## src/rtl/rdt_pkg.sv

```systemverilog
// ----------------------------------------------------------------------------
// rdt_pkg
// Shared types and constants of the route decision table.
// ----------------------------------------------------------------------------
package rdt_pkg;

  localparam int COST_W = 10;
  localparam int HOP_W  = 5;
  localparam int ENT_W  = HOP_W + COST_W;

  localparam logic [COST_W-1:0] COST_INF = '1;
  localparam logic [HOP_W-1:0]  HOP_INF  = '1;

  localparam logic [COST_W-1:0] MAX_COST_RST = 10'd1022;
  localparam logic [HOP_W-1:0]  MAX_HOP_RST  = 5'd30;

  // command codes
  localparam logic [1:0] CMD_UPDATE    = 2'd0;
  localparam logic [1:0] CMD_SET_ID    = 2'd1;
  localparam logic [1:0] CMD_RECOMPUTE = 2'd2;

  // configuration register indexes
  localparam logic REG_MAX_COST = 1'b0;
  localparam logic REG_MAX_HOP  = 1'b1;

  typedef enum logic [1:0] {
    OP_NONE,
    OP_SET_ID,
    OP_UPDATE,
    OP_RECOMPUTE
  } op_t;

  typedef struct packed {
    logic [1:0]        cmd;
    logic [9:0]        dest;
    logic [3:0]        column;
    logic [HOP_W-1:0]  reported_hops;
    logic [COST_W-1:0] reported_cost;
    logic [5:0]        link_cost;
    logic [15:0]       neighbor_id;
  } req_t;

  typedef struct packed {
    logic [9:0]        dest_out;
    logic              reachable;
    logic [HOP_W-1:0]  best_hops;
    logic [COST_W-1:0] best_cost_out;
    logic [3:0]        out_column;
    logic              route_changed;
  } rsp_t;

  typedef struct packed {
    logic accept;
    logic clear;
    logic update;
    logic issue;
    logic take;
    logic first;
    logic finish;
  } dp_cmd_t;

  typedef struct packed {
    op_t  kind;
    logic out_busy;
  } dp_status_t;

endpackage

```

## src/rtl/rdt_ctrl.sv

```systemverilog
// ----------------------------------------------------------------------------
// rdt_ctrl
// Sequencer: table clearing pass, entry update, column scan, result hand-off.
// ----------------------------------------------------------------------------
module rdt_ctrl #(
  parameter int DESTS   = 1024,
  parameter int COLUMNS = 16
) (
  input  logic                                   clk,
  input  logic                                   rst,
  input  logic                                   req_valid,
  output logic                                   in_ready,
  input  rdt_pkg::dp_status_t                    status,
  output rdt_pkg::dp_cmd_t                       cmd,
  output logic [$clog2(DESTS)+$clog2(COLUMNS)-1:0] cnt
);

  localparam int DW        = $clog2(DESTS);
  localparam int CW        = $clog2(COLUMNS);
  localparam int AW        = DW + CW;
  localparam int TBL_DEPTH = DESTS * (2 ** CW);

  localparam logic [AW-1:0] CLR_LAST = AW'(TBL_DEPTH - 1);
  localparam logic [AW-1:0] SCAN_END = AW'(COLUMNS);

  typedef enum logic [2:0] {
    S_CLEAR,
    S_IDLE,
    S_UPDATE,
    S_SCAN,
    S_DONE
  } state_t;

  state_t state;

  always_comb begin
    in_ready   = (state == S_IDLE);
    cmd.accept = (state == S_IDLE) && req_valid;
    cmd.clear  = (state == S_CLEAR);
    cmd.update = (state == S_UPDATE);
    cmd.issue  = (state == S_SCAN) && (cnt < SCAN_END);
    cmd.take   = (state == S_SCAN) && (cnt != '0);
    cmd.first  = (state == S_SCAN) && (cnt == AW'(1));
    cmd.finish = (state == S_DONE) && !status.out_busy;
  end

  always_ff @(posedge clk) begin
    if (rst) begin
      state <= S_CLEAR;
      cnt   <= '0;
    end else begin
      unique case (state)
        S_CLEAR: begin
          if (cnt == CLR_LAST) begin
            state <= S_IDLE;
            cnt   <= '0;
          end else begin
            cnt <= cnt + AW'(1);
          end
        end
        S_IDLE: begin
          cnt <= '0;
          if (req_valid) begin
            unique case (status.kind)
              rdt_pkg::OP_UPDATE:    state <= S_UPDATE;
              rdt_pkg::OP_RECOMPUTE: state <= S_SCAN;
              default:               state <= S_IDLE;
            endcase
          end
        end
        S_UPDATE: begin
          state <= S_SCAN;
        end
        S_SCAN: begin
          if (cnt == SCAN_END) begin
            state <= S_DONE;
          end else begin
            cnt <= cnt + AW'(1);
          end
        end
        S_DONE: begin
          if (!status.out_busy) begin
            state <= S_IDLE;
          end
        end
        default: begin
          state <= S_IDLE;
        end
      endcase
    end
  end

endmodule

```

## config.mk

```make
export PLATFORM = sky130hd
export DESIGN_NAME = rdt_ctrl
export DESIGN_NICKNAME = d
export VERILOG_FILES = /design/src/rtl/rdt_pkg.sv /design/src/rtl/rdt_ctrl.sv
export SDC_FILE = /design/constraint.sdc
export NUM_CORES = 1
export LEC_CHECK = 0
export BUFFER_PORTS_ARGS = -buffer_cell sky130_fd_sc_hd__buf_2
export CORE_UTILIZATION = 51
export DETAILED_ROUTE_END_ITERATION = 8
export PLACE_DENSITY = 0.87
export SLEW_MARGIN = 20
export SYNTH_ARGS = -nofsm -noshare
export SYNTH_HDL_FRONTEND = slang
export SYNTH_SLANG_ARGS = --single-unit
```

## constraint.sdc

```tcl
create_clock -name clk -period 2.4 [get_ports clk]
set_input_delay 0.12 -clock clk [delete_from_list [all_inputs] [get_ports clk]]
set_output_delay 0.12 -clock clk [all_outputs]
set_load 0.01 [all_outputs]
```

==> Word-level counts from Yosys, hierarchy flattened <==
Index checks and enable logic that the tools add are counted.
{ "word_totals": {"out_inout_bits": 22, "word_cells": 38, "register_bits": 17} }
{ "op_classes": {"add_sub_neg": 1, "reduce_logical": 11, "mux": 9, "n_eq_ne": 14, "magnitude_cmp": 1} }
{ "ops": {"columns": ["op", "count"], "rows": [
  ["one-hot mux 14 bit (3 select lines)", 1],
  ["two-way mux 14 bit", 2],
  ["one-hot mux 3 bit (5 select lines)", 1],
  ["adder 14 x 1 -> 14 bit, second input constant", 1],
  ["equality test 14 x 1 -> 1 bit, second input constant", 1],
  ["equality test 14 bit, second input constant", 1],
  ["equality test 14 x 5 -> 1 bit, second input constant", 1],
  ["less-than comparator 14 x 5 -> 1 bit, second input constant", 1],
  ["nonzero test 14 bit", 1],
  ["two-way mux 3 bit", 4],
  ["equality test 3 x 2 -> 1 bit, second input constant", 2],
  ["!= test 2 bit, second input constant", 3],
  ["logical AND 1 bit", 5],
  ["equality test 2 bit, second input constant", 2],
  ["!= test 2 x 1 -> 1 bit, second input constant", 2],
  ["one-hot mux 2 bit (2 select lines)", 1],
  ["AND reduction 4 bit", 1],
  ["equality test 3 x 1 -> 1 bit, second input constant", 1],
  ["equality test 3 bit, second input constant", 1],
  ["zero test 3 bit", 1],
  ["nonzero test 3 bit", 1],
  ["AND reduction 2 bit", 1],
  ["zero test 1 bit", 1]
]} }

==> Longest topological paths before layout <==
Gate-level depths: netlist of the first run.
{ "logic_depth": {"word_depth": 4, "ltp_mapped": 6, "mapped_depth_nobuf": 6} }

==> Worst setup path before layout of the first run <==
OpenSTA, ideal clock, no wires.
{ "synth_path": {"path_kind": "register -> register", "startpoint": "register cnt[0]", "endpoint": "register cnt[10]", "setup_time_ns": 0.071, "path_stages_with_launch": 6, "path_slack_ns": 0.673, "period_less_slack_ns": 1.727, "n_path_buf": 0, "arrival_time_ns": 1.656, "cell_sequence": "dfxtp_1 > ha_1 > nand2_1 > or3_1 > or4_1 > a21oi_1"} }
{ "synth_between": {"elab_chain_len": 3} }
{ "synth_rtl": {"columns": ["element", "line", "text"], "rows": [
  ["from (decl)", "rdt_ctrl.sv:15", "output logic [$clog2(DESTS)+$clog2(COLUMNS)-1:0] cnt"],
  ["from (signal assigned)", "rdt_ctrl.sv:58", "cnt <= cnt + AW'(1);"],
  ["from (signal assigned)", "rdt_ctrl.sv:78", "cnt <= cnt + AW'(1);"],
  ["adder 14 x 1 -> 14 bit, or another cell as far along", "rdt_ctrl.sv:58, rdt_ctrl.sv:78", null],
  ["two-way mux 14 bit, or another cell as far along", "rdt_ctrl.sv:75", "if (cnt == SCAN_END) begin"],
  ["one-hot mux 14 bit (3 select lines) or AND reduction 2 bit (tied branches)", null, null]
]} }
Parallel ways exist; a longest one is shown, timed or not. The select of a mux whose other input is x is not followed.
A chain may end at the register's enable or synchronous reset.

==> reports/metrics.yaml, run 1 <==
grt:
  grt.total_usage: 0.231
  grt_overflow_total: 0
  grt_pass1_vias: 901
  grt_max_degree: 17
  grt_pass1_wl_mm: 3.73
  antenna_found_initial: 0
clock_tree:
  postCtsHoldBufs: 0
  clk_latency_ns: 0.29
  cts.sinks: 17
  clkTransAtPathRegs_ns: 0.11
  post_cts_buffers: 0
  cts_root_buf: "clkbuf_4"
  cts_tree: "built"
  cts_max_level: 1
  clockBufferDepth: 2
  cts-resized-gates: 0
  cts_buffers: 3
route:
  antenna_left: 0
  routedWlPerCell_um: 13.2
  drc: 0
  routed_via_density: 5.89
  via_count: 1084
  drtIter0Drc: 23
  drt-pass1-iter-count: 5
  wirelength_mm: 2.42
timing:
  tightest_slew_ns: 0.482
  fmax_mhz: 501
  tns_ns: 0
  relSlewSlack: 0.676
  rsz0062_at_grt: "no"
  fin_skew_ns: 0.00291
  setup_viol: 0
  finalHoldViolations: 0
  period_share: 0.832
  finalCriticalPeriod_ns: 2.00
  slew_violations: 0
worst_setup_path:
  worst-path-buf-inv: 1
  end_kind: "output pin"
  crit_start: "cnt[13]"
  crit_chain: "nor4_1 > nand3_1 > nor3_1 > and3_1 > buf_2"
  crit_type: "flip-flop to output pin"
  critPathRequiredTime_ns: 2.28
  worst_setup_path_start_kind: "flip-flop"
  max_stage_delay_ns: 0.48
  crit_fanout: 6
  critPathSlowestCell: "nor4_1"
  critPathTopFamily: "simple AND/OR/NAND/NOR gates"
  cp.arrival_ns: 1.88
  reg2reg_from: "cnt[0]"
floorplan:
  die_x_um: 47.9
  num_rows: 16
  core_um2: 1960
  die_area_um2: 2290
  start_util: 0.547
  die_y_um: 47.9
  num_io_pins: 28
placement:
  place_congestion: 0.843
  hpwl_mm: 1.88
  port_buffers: 27
power:
  ir_drop_v: 0.000225
  pwr_density_cell_nw_per_um2: 394
  p_leak_nw: 0.496
  power.total_mw: 0.489
yosys:
  synth_edf_count: 0
  synthCells: 132
  ys_warn_count: 0
  avgSynthCellArea_um2: 8.13
  synthTopCellsByArea: "dfxtp_1 (32%), nand3_1 (4.7%), nor2_1 (3.8%)"
  synth_top_area_frac: 0.317
  async_flop_share: 0
  yosysTopAreaCell: "dfxtp_1"
  synthesis.nets: 141
  synth_area_um2: 1070
  ys.flop_type: "dfxtp_1"
  synth_most_common_cell: "dfxtp_1"
  ys_ff_latch: 17
  synth_cell_types: 44
  ys_seq_area_frac: 0.317
  netlist_top_cells_count: "dfxtp_1 (17), nor2_1 (11), nand3_1 (10), a21oi_1 (6), inv_1 (6)"
status:
  outcome: "finished, final reports clean"
job:
  max-cap-violations: 0
final_layout:
  drive_above_1_share: 0.261
  area.sequential_um2: 340
  syn_to_final_growth_pct: 15.7
  multiInputGateArea_um2: 676
  antenna_cells: 0
  nets: 167
  fillerInstances: 191
hold_path:
  holdCritStartpoint: "rst"
  min_path_type: "input pin to flip-flop"
cell families after synthesis:
| group | synth area share |
|---|---|
| and+or+nand+nor | 0.380 |
| AOI/OAI and AO/OA | 0.146 |
| muxes | 0.0280 |
| buffers and inverters | 0.0536 |
| adders and majority gates | 0.0350 |
| xor gates and xnor gates | 0.0408 |
| DFF | 0.317 |
cell type report:
| class | instances | share of cell area |
|---|---|---|
| Clock buffer | 3 | 0.0181 |
| Clock inverter | 1 | 0.00403 |
| Inverter | 6 | 0.0181 |
| Multi-Input combinational cell | 102 | 0.544 |
| Sequential cell | 17 | 0.274 |
| Tap cell | 27 | 0.0272 |
| Timing Repair Buffer | 28 | 0.115 |
power by group:
part,total (mW),switching [mW],internal (mW)
clock network,0.157,0.0954,0.0619
registers,0.295,0.00826,0.287
logic,0.0369,0.0213,0.0157
stage by stage:
| step | cells | hold slack, ns | utilization | cell area, um2 | worst slack, ns |
|---|---|---|---|---|---|
| after floorplan | 132 | 0.189 | - | 1070 | 0.673 |
| after global placement | 180 | 0.347 | 0.619 | 1210 | 0.650 |
| after detailed placement | 180 | 0.353 | 0.619 | 1210 | 0.550 |
| after CTS | 184 | 0.0488 | 0.633 | 1240 | 0.436 |
| after global routing | 184 | 0.0553 | 0.633 | 1240 | 0.264 |
| final | 184 | 0.0450 | 0.633 | 1240 | 0.403 |
sequential cells by signal (all words and copies together) (netlist names):
| signal | cells |
|---|---|
| cnt | 14 |
| state | 3 |
path summary, 6_finish.rpt:
path / end / slack [ns] / cells past startpoint
max: cmd[1] / 0.40 / 5
min: state[2] / 0.05 / 2
min reg2reg: cnt[12] / 0.56 / 2
max reg2reg: cnt[10] / 0.52 / 5
placed cells by master (no fill, tap or decap), types with 2 or more instances in the layout:
cell type  instances
buf_2             27
dfxtp_1           17
nor2_1            11
nand3_1           10
inv_1              6
a21oi_1            6
nand4_1            5
nand2_1            5
or3_1              5
o21ai_0            5
nor4_1             4
or4_1              4
xnor2_1            4
nor3_1             3
mux2i_1            3
o31ai_1            3
ha_1               3
clkbuf_4           3
nand2b_1           2
and3_1             2
nor4b_1            2
o21a_1             2
nand3_2            2
a211oi_1           2
layer usage:
layer,GRT usage,up-vias,part of all wire
li1,-,538,-
met1,0.304,513,0.48
met2,0.357,31,0.47
met3,0.0528,2,0.052
met4,0.106,0,0.0054
met5,0,-,0
No activity file was read; power rests on OpenSTA's default activity.
==> run 2: changes to the inputs <==
Clock period 2.4 ns to 2.05 ns, I/O delays scaled along.
==> reports/metrics.yaml, run 2 (same netlist as run 1, synthesis figures left out) <==
final_layout:
  finish.utilization: 0.643  # was 0.633
  antenna_cells: 0  # unchanged
  largest_reg_flops: 14  # unchanged
  instances_no_fill: 186  # was 184
  regMostFlops: "cnt"  # unchanged
  layout.cells.most_common_list: "buf_2 (27), dfxtp_1 (17), nor2_1 (11)"  # unchanged
  syn_to_final_growth_pct: 17.6  # was 15.7%
  drive_above_1_share: 0.270  # was 0.261
  final_common_cell: "buf_2"  # unchanged
  nets: 169  # was 167
  reg.largest.list: "cnt x14, state x3"  # unchanged
placement:
  pre_cts_slack_ns: 0.239  # was 0.550 ns
  port_buffers: 27  # unchanged
  placed_cells: 182  # was 180
  place_congestion: 0.878  # was 0.843
  hpwl_mm: 2.01  # was 1.88 mm
route:
  drt-pass1-iter-count: 4  # was 5
  drc: 0  # unchanged
  wirelength_mm: 2.65  # was 2.42 mm
  via_count: 1141  # was 1,084
  drtIter0Drc: 43  # was 23
  routedWlPerCell_um: 14.2  # was 13.2 um
  antenna_left: 0  # unchanged
  routed_via_density: 6.13  # was 5.89
worst_setup_path:
  crit_fanout: 6  # unchanged
  crit_chain: "nor4_2 > nand3_1 > nor3_1 > and3_1 > buf_2"  # was nor4_1 > nand3_1 > nor3_1 > and3_1 > buf_2
  worst-path-buf-inv: 1  # unchanged
  rrSetupSlack_ns: 0.20  # was 0.52 ns
  end_kind: "output pin"  # unchanged
  critPathRequiredTime_ns: 1.95  # was 2.28 ns
  critPathTopFamily: "simple AND/OR/NAND/NOR gates"  # unchanged
  critPathSlowestCell: "nor4_2"  # was nor4_1
  cp.arrival_ns: 1.80  # was 1.88 ns
  crit_type: "flip-flop to output pin"  # unchanged
  max_stage_delay_ns: 0.42  # was 0.48 ns
  worst_setup_path_start_kind: "flip-flop"  # unchanged
power:
  p_sw_frac: 0.256  # was 0.255
  p_leak_nw: 0.506  # was 0.496 nW
  p_switching_mw: 0.148  # was 0.125 mW
  pwr_density_cell_nw_per_um2: 458  # was 394 nW/um2
  p_int_mw: 0.430  # was 0.364 mW
  seq_power_share: 0.598  # was 0.603
  combinationalPowerShare: 0.079  # was 0.076
  ir_drop_v: 0.000303  # was 0.000225 V
  p_clk_frac: 0.323  # was 0.322
timing:
  period_share: 0.930
  relSlewSlack: 0.642  # was 0.676
  fin_skew_ns: 0.00514  # was 0.00291 ns
  hold-worst-slack_ns: 0.0186  # was 0.0450 ns
  slew_violations: 0  # unchanged
  finalCriticalPeriod_ns: 1.91
  setup_viol: 0  # unchanged
  finalHoldViolations: 0  # unchanged
  fmax_mhz: 525
  worst_slack_ns: 0.143  # was 0.403 ns
  tightest_slew_ns: 0.534  # was 0.482 ns
  rsz0062_at_grt: "no"  # unchanged
  tns_ns: 0  # unchanged
hold_path:
  min_path_type: "input pin to flip-flop"  # unchanged
floorplan:
  die_y_um: 47.9  # unchanged
  core_um2: 1960  # unchanged
  num_io_pins: 28  # unchanged
  start_util: 0.547  # unchanged
  num_rows: 16  # unchanged
  die_x_um: 47.9  # unchanged
  die_area_um2: 2290  # unchanged
clock_tree:
  cts_tree: "built"  # unchanged
  cts_max_level: 1  # unchanged
  clkTransAtPathRegs_ns: 0.10  # was 0.11 ns
  post_cts_buffers: 0  # unchanged
  cts.sinks: 17  # unchanged
  clockBufferDepth: 2  # unchanged
  cts_buffers: 3  # unchanged
  cts_root_buf: "clkbuf_4"  # unchanged
  postCtsHoldBufs: 0  # unchanged
  cts-resized-gates: 0  # unchanged
  clk_latency_ns: 0.30  # was 0.29 ns
job:
  max-cap-violations: 0  # unchanged
grt:
  grt.total_usage: 0.250  # was 0.231
  antenna_found_initial: 0  # unchanged
  grt_max_degree: 17  # unchanged
  grt_pass1_vias: 883  # was 901
  grt_pass1_wl_mm: 3.93  # was 3.73 mm
  grt_overflow_total: 0  # unchanged
status:
  outcome: "finished, final reports clean"  # unchanged
==> run 2: final timing paths <==
path	from	end	cells after the start
max	cnt[8]	cmd[1]	5
min	rst	state[0]	2
max reg2reg	cnt[0]	cnt[12]	5
min reg2reg	cnt[12]	cnt[12]	2
==> run 2: power groups by stage <==
stage          Clock, mW  Combinational (mW)  Sequential, mW
3_3_place_gp           0              0.0422           0.352
6_report           0.187              0.0455           0.346
5_1_grt            0.202              0.0512           0.347
4_1_cts            0.189              0.0456           0.345
3_5_place_dp           0              0.0453           0.353
2_1_floorplan          0              0.0236           0.353
==> run 2: routing by layer <==
layer	GRT usage	routed length [um]	part of all wire
met5	0	0	0
met4	0.133	27	0.010
met3	0.0377	200	0.075
met2	0.384	1320	0.50
met1	0.334	1100	0.42
==> run 2: metrics by stage <==
stage	cell area (um2)	total power, mW
finish	1260	0.578
global route	1260	0.600
global placement	1230	0.394
detailed placement	1230	0.398
CTS	1260	0.580
floorplan	1070	0.377
==> run 2: area by class of cell <==
class | count | area [um2]
Tap cell | 27 | 33.8
Clock buffer | 4 | 26.3
Multi-Input combinational cell | 102 | 682
Fill cell | 187 | 699
Timing Repair Buffer | 30 | 158
Inverter | 6 | 22.5
Sequential cell | 17 | 340
